## config.mk

```make
export PLATFORM = sky130hd
export DESIGN_NAME = paged_block_table_allocator_unit
export DESIGN_NICKNAME = d
export VERILOG_FILES = /design/src/pbta_pkg.sv /design/src/paged_block_table_allocator_unit.sv
export SDC_FILE = /design/constraint.sdc
export NUM_CORES = 2
export LEC_CHECK = 0
export BUFFER_PORTS_ARGS = -buffer_cell sky130_fd_sc_hd__buf_4
export CELL_PAD_IN_SITES_DETAIL_PLACEMENT = 0
export CELL_PAD_IN_SITES_GLOBAL_PLACEMENT = 1
export CORE_MARGIN = 4
export CORE_UTILIZATION = 55
export CTS_BUF_LIST = sky130_fd_sc_hd__clkbuf_8
export DETAILED_ROUTE_END_ITERATION = 16
export GPL_TIMING_DRIVEN = 0
export HOLD_SLACK_MARGIN = 0.12
export PLACE_DENSITY = 0.85
export SYNTH_ARGS = -nofsm -noshare
export SYNTH_HDL_FRONTEND = slang
export SYNTH_SLANG_ARGS = --single-unit
```

## constraint.sdc

```tcl
create_clock -name clk_i -period 19.2 [get_ports clk_i]
set_input_delay 4.8 -clock clk_i [delete_from_list [all_inputs] [get_ports clk_i]]
set_output_delay 4.8 -clock clk_i [all_outputs]
set_load 0.01 [all_outputs]
```

## src/pbta_pkg.sv

```systemverilog
// Package for the paged block table allocator: widths, codes, states and result type.
package pbta_pkg;

  // Default sizing of the page stack and the block table
  localparam int unsigned MaxPagesDef  = 256;
  localparam int unsigned MaxBlocksDef = 32;

  // Field widths
  localparam int unsigned PAGE_W     = 8;
  localparam int unsigned LIMIT_W    = 9;
  localparam int unsigned PSIZE_W    = 13;
  localparam int unsigned SEQ_W      = 16;
  localparam int unsigned POS_W      = 16;
  localparam int unsigned END_W      = 17;
  localparam int unsigned SLOT_W     = 6;
  localparam int unsigned OP_W       = 2;
  localparam int unsigned CFG_IDX_W  = 2;
  localparam int unsigned CFG_W      = 16;
  localparam int unsigned IN_DATA_W  = 40;
  localparam int unsigned OUT_DATA_W = 24;

  // Configuration register indexes
  localparam logic [CFG_IDX_W-1:0] CFG_PAGE_LIMIT = 2'd0;
  localparam logic [CFG_IDX_W-1:0] CFG_PAGE_SIZE  = 2'd1;
  localparam logic [CFG_IDX_W-1:0] CFG_MAX_SEQ    = 2'd2;

  // Configuration reset values
  localparam logic [LIMIT_W-1:0] PageLimitRst = 9'd256;
  localparam logic [PSIZE_W-1:0] PageSizeRst  = 13'd16;
  localparam logic [SEQ_W-1:0]   MaxSeqRst    = 16'd4096;

  typedef enum logic [OP_W-1:0] {
    OP_ALLOC = 2'd0,
    OP_FREE  = 2'd1,
    OP_PREP  = 2'd2,
    OP_REL   = 2'd3
  } op_e;

  typedef enum logic [2:0] {
    ST_OK         = 3'd0,
    ST_EXHAUSTED  = 3'd1,
    ST_UNKNOWN    = 3'd2,
    ST_TOO_LONG   = 3'd3,
    ST_TABLE_FULL = 3'd4,
    ST_STACK_FULL = 3'd5
  } status_e;

  typedef enum logic [3:0] {
    S_IDLE,
    S_ALLOC,
    S_FREE,
    S_PREP_CHK,
    S_PREP_STEP,
    S_TAKE,
    S_REL_RD,
    S_REL_PUSH,
    S_EMIT
  } state_e;

  typedef struct packed {
    logic [PAGE_W-1:0] page_id;
    logic [SLOT_W-1:0] slot;
    logic [SLOT_W-1:0] length;
    status_e           status;
    logic              last;
  } res_t;

endpackage

```

## src/paged_block_table_allocator_unit.sv

```systemverilog
// Paged block table allocator: free page stack, page minting and one sequence block table.
// Alloc and free pass through their own state to the result word; an alloc that pops the stack adds a take state.
// Prepare checks the range, then appends one page per step, minting it or popping and taking it.
// Release reads each table entry, then writes it to the stack, and reports after the last entry.
// One item is in flight; the next word is taken the cycle after the final result loads.
// Reset clears all counts and loads the register defaults; the memories need no clearing.
module paged_block_table_allocator_unit #(
  parameter int unsigned NUM_PAGES  = pbta_pkg::MaxPagesDef,
  parameter int unsigned MAX_BLOCKS = pbta_pkg::MaxBlocksDef
) (
  input  logic                             clk_i,
  input  logic                             rst_ni,
  input  logic                             cfg_we_i,
  input  logic [pbta_pkg::CFG_IDX_W-1:0]   cfg_idx_i,
  input  logic [pbta_pkg::CFG_W-1:0]       cfg_wdata_i,
  input  logic                             s_axis_tvalid_i,
  output logic                             s_axis_tready_o,
  // tdata: page [7:0], pos0 [23:8], tokens [39:24]
  input  logic [pbta_pkg::IN_DATA_W-1:0]   s_axis_tdata_i,
  // tuser: operation [1:0]
  input  logic [pbta_pkg::OP_W-1:0]        s_axis_tuser_i,
  output logic                             m_axis_tvalid_o,
  input  logic                             m_axis_tready_i,
  // tdata: page_id [7:0], table_slot [13:8], table_length [19:14], status [22:20], zero [23]
  output logic [pbta_pkg::OUT_DATA_W-1:0]  m_axis_tdata_o,
  output logic                             m_axis_tlast_o
);
  import pbta_pkg::*;

  localparam int unsigned FreeCntW = $clog2(NUM_PAGES + 1);
  localparam int unsigned StackAw  = $clog2(NUM_PAGES);
  localparam int unsigned TblCntW  = $clog2(MAX_BLOCKS + 1);
  localparam int unsigned TblAw    = (MAX_BLOCKS > 1) ? $clog2(MAX_BLOCKS) : 1;
  localparam int unsigned CovW     = TblCntW + PSIZE_W;
  localparam int unsigned CmpW     = (CovW > END_W) ? CovW : END_W;

  // Configuration registers
  logic [LIMIT_W-1:0] page_limit_q;
  logic [PSIZE_W-1:0] page_size_q;
  logic [SEQ_W-1:0]   max_seq_q;

  // Control state
  state_e               state_q, state_d;
  logic [FreeCntW-1:0]  free_cnt_q, free_cnt_d;
  logic [LIMIT_W-1:0]   mint_cnt_q, mint_cnt_d;
  logic [TblCntW-1:0]   tbl_cnt_q, tbl_cnt_d;
  logic                 out_valid_q, out_valid_d;

  // Item and work registers
  op_e                  op_q, op_d;
  logic [PAGE_W-1:0]    page_q, page_d;
  logic [END_W-1:0]     end_q, end_d;
  logic [CovW-1:0]      cov_q, cov_d;
  logic [TblCntW-1:0]   rel_idx_q, rel_idx_d;
  status_e              rel_st_q, rel_st_d;
  res_t                 res_q, res_d;
  res_t                 out_q, out_d;

  // Memories and their ports
  logic [PAGE_W-1:0]    stack_mem [NUM_PAGES];
  logic [PAGE_W-1:0]    table_mem [MAX_BLOCKS];
  logic                 st_we, st_re, tb_we, tb_re;
  logic [StackAw-1:0]   st_waddr, st_raddr;
  logic [TblAw-1:0]     tb_waddr, tb_raddr;
  logic [PAGE_W-1:0]    st_wdata, tb_wdata;
  logic [PAGE_W-1:0]    st_rdata_q, tb_rdata_q;

  // Derived conditions
  op_e                  in_op;
  logic [PSIZE_W-1:0]   ps_eff;
  logic [LIMIT_W-1:0]   mint_lim;
  logic                 can_mint, stack_nonempty, stack_full, tbl_full;
  logic                 need_more, too_long, rel_more, out_free, in_accept;
  logic [StackAw-1:0]   pop_addr, push_addr;

  assign in_op          = op_e'(s_axis_tuser_i);
  assign in_accept      = s_axis_tvalid_i && s_axis_tready_o;
  assign ps_eff         = (page_size_q == '0) ? PSIZE_W'(1) : page_size_q;
  assign can_mint       = mint_cnt_q < mint_lim;
  assign stack_nonempty = free_cnt_q != '0;
  assign stack_full     = free_cnt_q == FreeCntW'(NUM_PAGES);
  assign tbl_full       = tbl_cnt_q == TblCntW'(MAX_BLOCKS);
  assign need_more      = CmpW'(end_q) > CmpW'(cov_q);
  assign too_long       = end_q > END_W'(max_seq_q);
  assign rel_more       = rel_idx_q < tbl_cnt_q;
  assign out_free       = !out_valid_q || m_axis_tready_i;
  assign pop_addr       = StackAw'(free_cnt_q - FreeCntW'(1));
  assign push_addr      = StackAw'(free_cnt_q);

  // Clamp the mint limit to the stack depth
  always_comb begin
    if (32'(page_limit_q) < NUM_PAGES) begin
      mint_lim = page_limit_q;
    end else begin
      mint_lim = LIMIT_W'(NUM_PAGES);
    end
  end

  // Next state
  always_comb begin
    state_d = state_q;
    case (state_q)
      S_IDLE: begin
        if (s_axis_tvalid_i) begin
          case (in_op)
            OP_ALLOC: state_d = S_ALLOC;
            OP_FREE:  state_d = S_FREE;
            OP_PREP:  state_d = S_PREP_CHK;
            default:  state_d = S_REL_RD;
          endcase
        end
      end
      S_ALLOC:     state_d = stack_nonempty ? S_TAKE : S_EMIT;
      S_FREE:      state_d = S_EMIT;
      S_PREP_CHK:  state_d = too_long ? S_EMIT : S_PREP_STEP;
      S_PREP_STEP: begin
        if (need_more && !tbl_full && stack_nonempty) begin
          state_d = S_TAKE;
        end else begin
          state_d = S_EMIT;
        end
      end
      S_TAKE:      state_d = S_EMIT;
      S_REL_RD:    state_d = rel_more ? S_REL_PUSH : S_EMIT;
      S_REL_PUSH:  state_d = S_REL_RD;
      S_EMIT: begin
        if (out_free) begin
          state_d = res_q.last ? S_IDLE : S_PREP_STEP;
        end
      end
      default:     state_d = S_IDLE;
    endcase
  end

  // Datapath, memory ports and result register
  always_comb begin
    free_cnt_d  = free_cnt_q;
    mint_cnt_d  = mint_cnt_q;
    tbl_cnt_d   = tbl_cnt_q;
    op_d        = op_q;
    page_d      = page_q;
    end_d       = end_q;
    cov_d       = cov_q;
    rel_idx_d   = rel_idx_q;
    rel_st_d    = rel_st_q;
    res_d       = res_q;
    out_d       = out_q;
    out_valid_d = out_valid_q;
    st_we       = 1'b0;
    st_re       = 1'b0;
    tb_we       = 1'b0;
    tb_re       = 1'b0;
    st_waddr    = push_addr;
    st_raddr    = pop_addr;
    st_wdata    = page_q;
    tb_waddr    = TblAw'(tbl_cnt_q);
    tb_raddr    = TblAw'(rel_idx_q);
    tb_wdata    = st_rdata_q;

    case (state_q)
      // Latch the incoming word
      S_IDLE: begin
        if (in_accept) begin
          op_d      = in_op;
          page_d    = s_axis_tdata_i[PAGE_W-1:0];
          end_d     = END_W'(s_axis_tdata_i[23:8]) + END_W'(s_axis_tdata_i[39:24]);
          rel_idx_d = '0;
          rel_st_d  = ST_OK;
        end
      end
      // Pop the stack, else mint, else report exhaustion
      S_ALLOC: begin
        res_d = '{page_id: '0, slot: '0, length: SLOT_W'(tbl_cnt_q),
                  status: ST_OK, last: 1'b1};
        if (stack_nonempty) begin
          st_re      = 1'b1;
          free_cnt_d = free_cnt_q - FreeCntW'(1);
        end else if (can_mint) begin
          res_d.page_id = mint_cnt_q[PAGE_W-1:0];
          mint_cnt_d    = mint_cnt_q + LIMIT_W'(1);
        end else begin
          res_d.status = ST_EXHAUSTED;
        end
      end
      // Check the id and push it unless the stack is full
      S_FREE: begin
        res_d = '{page_id: page_q, slot: '0, length: SLOT_W'(tbl_cnt_q),
                  status: ST_OK, last: 1'b1};
        if (LIMIT_W'(page_q) >= mint_cnt_q) begin
          res_d.status = ST_UNKNOWN;
        end else if (stack_full) begin
          res_d.status = ST_STACK_FULL;
        end else begin
          st_we      = 1'b1;
          free_cnt_d = free_cnt_q + FreeCntW'(1);
        end
      end
      // Reject a range past the limit; compute the tokens already covered
      S_PREP_CHK: begin
        res_d = '{page_id: '0, slot: '0, length: SLOT_W'(tbl_cnt_q),
                  status: ST_TOO_LONG, last: 1'b1};
        cov_d = CovW'(tbl_cnt_q) * CovW'(ps_eff);
      end
      // Append one page while the table falls short of the range end
      S_PREP_STEP: begin
        res_d = '{page_id: '0, slot: '0, length: SLOT_W'(tbl_cnt_q),
                  status: ST_OK, last: 1'b1};
        if (need_more) begin
          if (tbl_full) begin
            res_d.status = ST_TABLE_FULL;
          end else if (stack_nonempty) begin
            st_re      = 1'b1;
            free_cnt_d = free_cnt_q - FreeCntW'(1);
            res_d.slot = SLOT_W'(tbl_cnt_q);
            res_d.last = 1'b0;
          end else if (can_mint) begin
            tb_we         = 1'b1;
            tb_wdata      = mint_cnt_q[PAGE_W-1:0];
            mint_cnt_d    = mint_cnt_q + LIMIT_W'(1);
            tbl_cnt_d     = tbl_cnt_q + TblCntW'(1);
            cov_d         = cov_q + CovW'(ps_eff);
            res_d.page_id = mint_cnt_q[PAGE_W-1:0];
            res_d.slot    = SLOT_W'(tbl_cnt_q);
            res_d.length  = SLOT_W'(tbl_cnt_q) + SLOT_W'(1);
            res_d.last    = 1'b0;
          end else begin
            res_d.status = ST_EXHAUSTED;
          end
        end
      end
      // Take the popped id; a prepare also writes it into the table
      S_TAKE: begin
        res_d.page_id = st_rdata_q;
        if (op_q == OP_PREP) begin
          tb_we        = 1'b1;
          tbl_cnt_d    = tbl_cnt_q + TblCntW'(1);
          cov_d        = cov_q + CovW'(ps_eff);
          res_d.length = SLOT_W'(tbl_cnt_q) + SLOT_W'(1);
        end
      end
      // Read the next table entry, or empty the table and report
      S_REL_RD: begin
        if (rel_more) begin
          tb_re = 1'b1;
        end else begin
          tbl_cnt_d = '0;
          res_d = '{page_id: '0, slot: '0, length: '0, status: rel_st_q, last: 1'b1};
        end
      end
      // Push the entry just read, drop it when the stack is full
      S_REL_PUSH: begin
        rel_idx_d = rel_idx_q + TblCntW'(1);
        if (stack_full) begin
          rel_st_d = ST_STACK_FULL;
        end else begin
          st_we      = 1'b1;
          st_wdata   = tb_rdata_q;
          free_cnt_d = free_cnt_q + FreeCntW'(1);
        end
      end
      default: begin
      end
    endcase

    // Output register: drain on ready, load the pending result
    if (m_axis_tready_i) begin
      out_valid_d = 1'b0;
    end
    if (state_q == S_EMIT && out_free) begin
      out_valid_d = 1'b1;
      out_d       = res_q;
    end
  end

  // Control registers and configuration
  always_ff @(posedge clk_i or negedge rst_ni) begin
    if (!rst_ni) begin
      state_q      <= S_IDLE;
      free_cnt_q   <= '0;
      mint_cnt_q   <= '0;
      tbl_cnt_q    <= '0;
      out_valid_q  <= 1'b0;
      page_limit_q <= PageLimitRst;
      page_size_q  <= PageSizeRst;
      max_seq_q    <= MaxSeqRst;
    end else begin
      state_q     <= state_d;
      free_cnt_q  <= free_cnt_d;
      mint_cnt_q  <= mint_cnt_d;
      tbl_cnt_q   <= tbl_cnt_d;
      out_valid_q <= out_valid_d;
      if (cfg_we_i) begin
        case (cfg_idx_i)
          CFG_PAGE_LIMIT: page_limit_q <= cfg_wdata_i[LIMIT_W-1:0];
          CFG_PAGE_SIZE:  page_size_q  <= cfg_wdata_i[PSIZE_W-1:0];
          CFG_MAX_SEQ:    max_seq_q    <= cfg_wdata_i[SEQ_W-1:0];
          default: begin
          end
        endcase
      end
    end
  end

  // Payload registers
  always_ff @(posedge clk_i) begin
    op_q      <= op_d;
    page_q    <= page_d;
    end_q     <= end_d;
    cov_q     <= cov_d;
    rel_idx_q <= rel_idx_d;
    rel_st_q  <= rel_st_d;
    res_q     <= res_d;
    out_q     <= out_d;
  end

  // Free stack memory, registered read
  always_ff @(posedge clk_i) begin
    if (st_we) begin
      stack_mem[st_waddr] <= st_wdata;
    end
    if (st_re) begin
      st_rdata_q <= stack_mem[st_raddr];
    end
  end

  // Block table memory, registered read
  always_ff @(posedge clk_i) begin
    if (tb_we) begin
      table_mem[tb_waddr] <= tb_wdata;
    end
    if (tb_re) begin
      tb_rdata_q <= table_mem[tb_raddr];
    end
  end

  // Ports
  assign s_axis_tready_o = state_q == S_IDLE;
  assign m_axis_tvalid_o = out_valid_q;
  assign m_axis_tdata_o  = {1'b0, out_q.status, out_q.length, out_q.slot, out_q.page_id};
  assign m_axis_tlast_o  = out_q.last;

  // Only the final word of an item may wait while the block is idle
  assert property (@(posedge clk_i) disable iff (!rst_ni)
    (state_q == S_IDLE && out_valid_q) |-> out_q.last)
    else $error("non-final result word pending while idle");

  // The free count moves by at most one per cycle
  assert property (@(posedge clk_i) disable iff (!rst_ni)
    1'b1 |=> (free_cnt_q == $past(free_cnt_q) ||
              free_cnt_q == $past(free_cnt_q) + FreeCntW'(1) ||
              free_cnt_q == $past(free_cnt_q) - FreeCntW'(1)))
    else $error("free count jumped");

  // The table grows one entry at a time and empties only at the end of a release
  assert property (@(posedge clk_i) disable iff (!rst_ni)
    (tbl_cnt_q != $past(tbl_cnt_q)) |->
      (tbl_cnt_q == $past(tbl_cnt_q) + TblCntW'(1) ||
       (tbl_cnt_q == '0 && $past(state_q) == S_REL_RD)))
    else $error("block table count changed unexpectedly");

endmodule
```

==> flow_summary.ini <==
[route]
vias_per_cell = 6.421
dr.pass1.iters = 6
vias = 52980
drc = 0
wl_met2_um = 119900
wl_per_cell_um = 30.28
wl_met1_um = 92650
drtAntennaViolNets = 0
wirelength_um = 249800
drt_iter0_drc = 7068
top_layer_used = met4
wl_met3_um = 27930

[setup_path]
start_kind = flip-flop
end_kind = flip-flop
cpMostUsedCell = clkbuf_1
required_ns = 19.92
path_cells = clkbuf_1 > buf_2 > buf_2 > clkbuf_1 > inv_1 > ha_1 > clkbuf_1 > clkbuf_1 > clkbuf_1 > mux4_2 > mux4_2 > a22oi_1 > nand2_1 > a22oi_1 > o221ai_1
critPathSlowestCell = clkbuf_1
slowest_delay_ns = 1.02
worst-setup-path-type = reg2reg
arrival_ns = 9.62
path_max_fanout = 10

[logic_synthesis]
async_flop_share_pct = 2.693
synth_warnings = 0
netlist_area_sq_um = 101500
synth_area_leader_cell = edfxtp_1
yosys.area.top_type_share_pct = 71.60
avgSynthCellArea_sq_um = 20.39
ys_seq_area_share_pct = 73.26
synth_nets = 5213
synth.distinct_cells = 69
synthFlopType = edfxtp_1
yosys-top-cells-area = edfxtp_1 72%, mux4_2 16%, dfrtp_1 1.6%, ha_1 1.5%, nor2_1 1.4%
synth_edf_count = 2421
syn_inst = 4979
ys_ff_latch = 2488

[timing]
fin_crit_sh_pct = 46.35
slew_violations = 44
finClkSkew_ns = 0.07413
setup_violations = 0
worst_pin_slew_ns = 1.625
slew-limit-headroom_pct = -8.363
min_period_ns = 8.900
hold_viol_final = 0
timing.fmax_ghz = 0.1124
rsz0062_at_grt = no
worst_hold_slack_ns = 0.4139

[cts]
clkTransAtPathRegs_ns = 0.06
cts_hold_buf = 0
postCtsSetupBuffers = 0
cts_tree = done
clockRootBuffer = clkbuf_8
ctsHtreeMaxLevel = 5
cts.path.max_buffers = 4
cts_num_sinks = 2488
clk_latency_ns = 1.06
cts-buffers-inserted = 397
cts-resized-gates = 0

[layout]
area_delta_synth_final_pct = 11.49
fill_cells = 12330
design_area_sq_um = 113200
postLayoutCoreUtil_pct = 61.76
layout-drive-gt1-share_pct = 24.92
nNetsFinal = 5738

[floorplanning]
rows = 157
core_sq_um = 183300
die-area_sq_um = 191500
initial_core_util_pct = 55.40
chipHeight_um = 437.7
die_w_um = 437.7
ioPinCount = 92

[placement]
place_congestion = 0.8906
dp_hpwl_um = 163000
portBuffers = 90
dpl_cell_area_sq_um = 106100

[power_and_ir_drop]
power.leakage_uw = 0.03680
power_density_nw_per_um2 = 152.5
ir_drop_uv = 115.0

[global_route]
grt_pass1_vias = 52920
track_usage_pct = 26.26
grt_max_degree = 165
antenna_found_initial = 8
grt_pass1_wl_um = 364500
grt_overflow = 0

[status]
violations = max-capacitance violations, max-slew violations
status = complete, but fails checks

[job]
cap_violations = 6

[min_path]
hold_path_class = reg2reg
-- power by group --
group	leakage (uW)	switching (uW)	internal [uW]
logic	0.0101	3940	2640
clock network	0.00404	2020	2120
registers	0.0226	80.2	6460
-- kinds of logic (layout without fill, tap and decap cells) --
group                    Yosys count  after routing  share of synthesized area [%]
adder cells (fa/ha/maj)          169            169                          2.430
XOR/XNOR                          68             68                         0.5866
AO/OA/AOI/OAI                    341            341                          2.321
flip-flops                      2488           2488                          73.26
multiplexers                     784            784                          16.68
other                              1             10                       0.003693
buffers and inverters            406           1205                          1.556
AND/OR/NAND/NOR                  722            722                          3.167
-- cells in the final DEF, fill, tap and decap left out, types with 10 or more instances in the layout --
cell / netlist / routed
nand4_1: 16 / 16
xnor2_1: 49 / 49
a21o_1: 27 / 27
clkinv_1: 3 / 85
o2111ai_2: 0 / 10
xor2_1: 19 / 19
buf_2: 24 / 24
a22oi_1: 51 / 51
fa_1: 47 / 47
nand3_1: 38 / 38
inv_1: 133 / 254
o21a_1: 11 / 11
a22o_1: 17 / 17
clkbuf_8: 0 / 405
a211oi_1: 14 / 13
o211ai_1: 11 / 11
nor2_1: 386 / 385
dfrtp_1: 64 / 64
buf_4: 1 / 98
mux2_2: 60 / 53
o21ai_0: 57 / 56
a221oi_1: 16 / 16
clkinv_2: 0 / 38
buf_1: 56 / 55
buf_16: 0 / 12
nor3_1: 28 / 28
and2_1: 73 / 72
bufinv_16: 0 / 13
ha_1: 122 / 122
a21oi_1: 67 / 67
nor2b_1: 14 / 14
nand2_1: 118 / 118
mux4_2: 720 / 720
nand2b_1: 10 / 10
edfxtp_1: 2421 / 2421
clkbuf_1: 186 / 180
-- registers in the layout (all words and copies together), names as in the netlist --
signal and cells:
stack_mem 2048, table_mem 256, res_q 24, m_axis_tdata_o 23
cov_q 19, end_q 17, max_seq_q 16, page_size_q 13
free_cnt_q 9, mint_cnt_q 9, page_limit_q 9, page_q 8
st_rdata_q 8, tb_rdata_q 8, rel_idx_q 6, tbl_cnt_q 6
state_q 4, op_q 2, m_axis_tlast_o 1, m_axis_tvalid_o 1
rel_st_q 1
-- path summary, 6_finish.rpt --
| kind | start | cells after the start | to | slack [ns] |
|---|---|---|---|---|
| min reg2reg | res_q[13] | 0 | m_axis_tdata_o[11] | 0.41 |
| min in group asynchronous | rst_ni | 1 | state_q[1] | 3.95 |
| max in group asynchronous | rst_ni | 1 | page_size_q[2] | 14.60 |
| max | free_cnt_q[0] | 15 | st_rdata_q[3] | 10.30 |
| max reg2reg | free_cnt_q[0] | 15 | st_rdata_q[3] | 10.30 |
| min | res_q[13] | 0 | m_axis_tdata_o[11] | 0.41 |
-- layer usage --
layer | global-route usage, % | vias to the layer above
li1 | - | 21470
met1 | 36.79 | 27590
met2 | 41.00 | 3398
met3 | 6.307 | 522
met4 | 9.389 | 0
met5 | 0 | -
-- cell type report --
cell class	count	area, sq um	share of cell area [%]
clock inverter	268	1459	1.289
multi-input combinational	2085	25770	22.77
timing repair buffer	126	1315	1.162
buffer	270	1079	0.9528
antenna	9	22.52	0.01990
tap	2464	3083	2.724
clock buffer	405	5574	4.924
inverter	136	510.5	0.4510
sequential	2488	74380	65.71
-- metrics by stage --
step / total power (uW) / cells / setup slack [ns] / TNS [ns]
CTS: 17240 / 8241 / 10.63 / 0
floorplan: 10700 / 4979 / 4.419 / 0
global route: 17820 / 8246 / 10.42 / 0
global placement: 13090 / 7533 / -9.029 / -2303.19
finish: 17260 / 8251 / 10.30 / 0
detailed placement: 13150 / 7568 / 10.60 / 0
-- synth_stat cells, types with 51 or more instances --
| library cell | n |
|---|---|
| inv_1 | 133 |
| and2_1 | 73 |
| ha_1 | 122 |
| buf_1 | 56 |
| edfxtp_1 | 2421 |
| o21ai_0 | 57 |
| mux2_2 | 60 |
| nand2_1 | 118 |
| a21oi_1 | 67 |
| mux4_2 | 720 |
| clkbuf_1 | 186 |
| dfrtp_1 | 64 |
| a22oi_1 | 51 |
| nor2_1 | 386 |
-- critical path: cells and delay by family, from the launching register on --
family          cells  cell delay [ns]
compound gates      3             1.36
mux                 2             0.98
flops               1             0.38
fa+ha+maj           1             0.41
simple gates        1             0.20
buf+inv             8             5.21
Note: power is estimated with default switching activity, not from simulation.
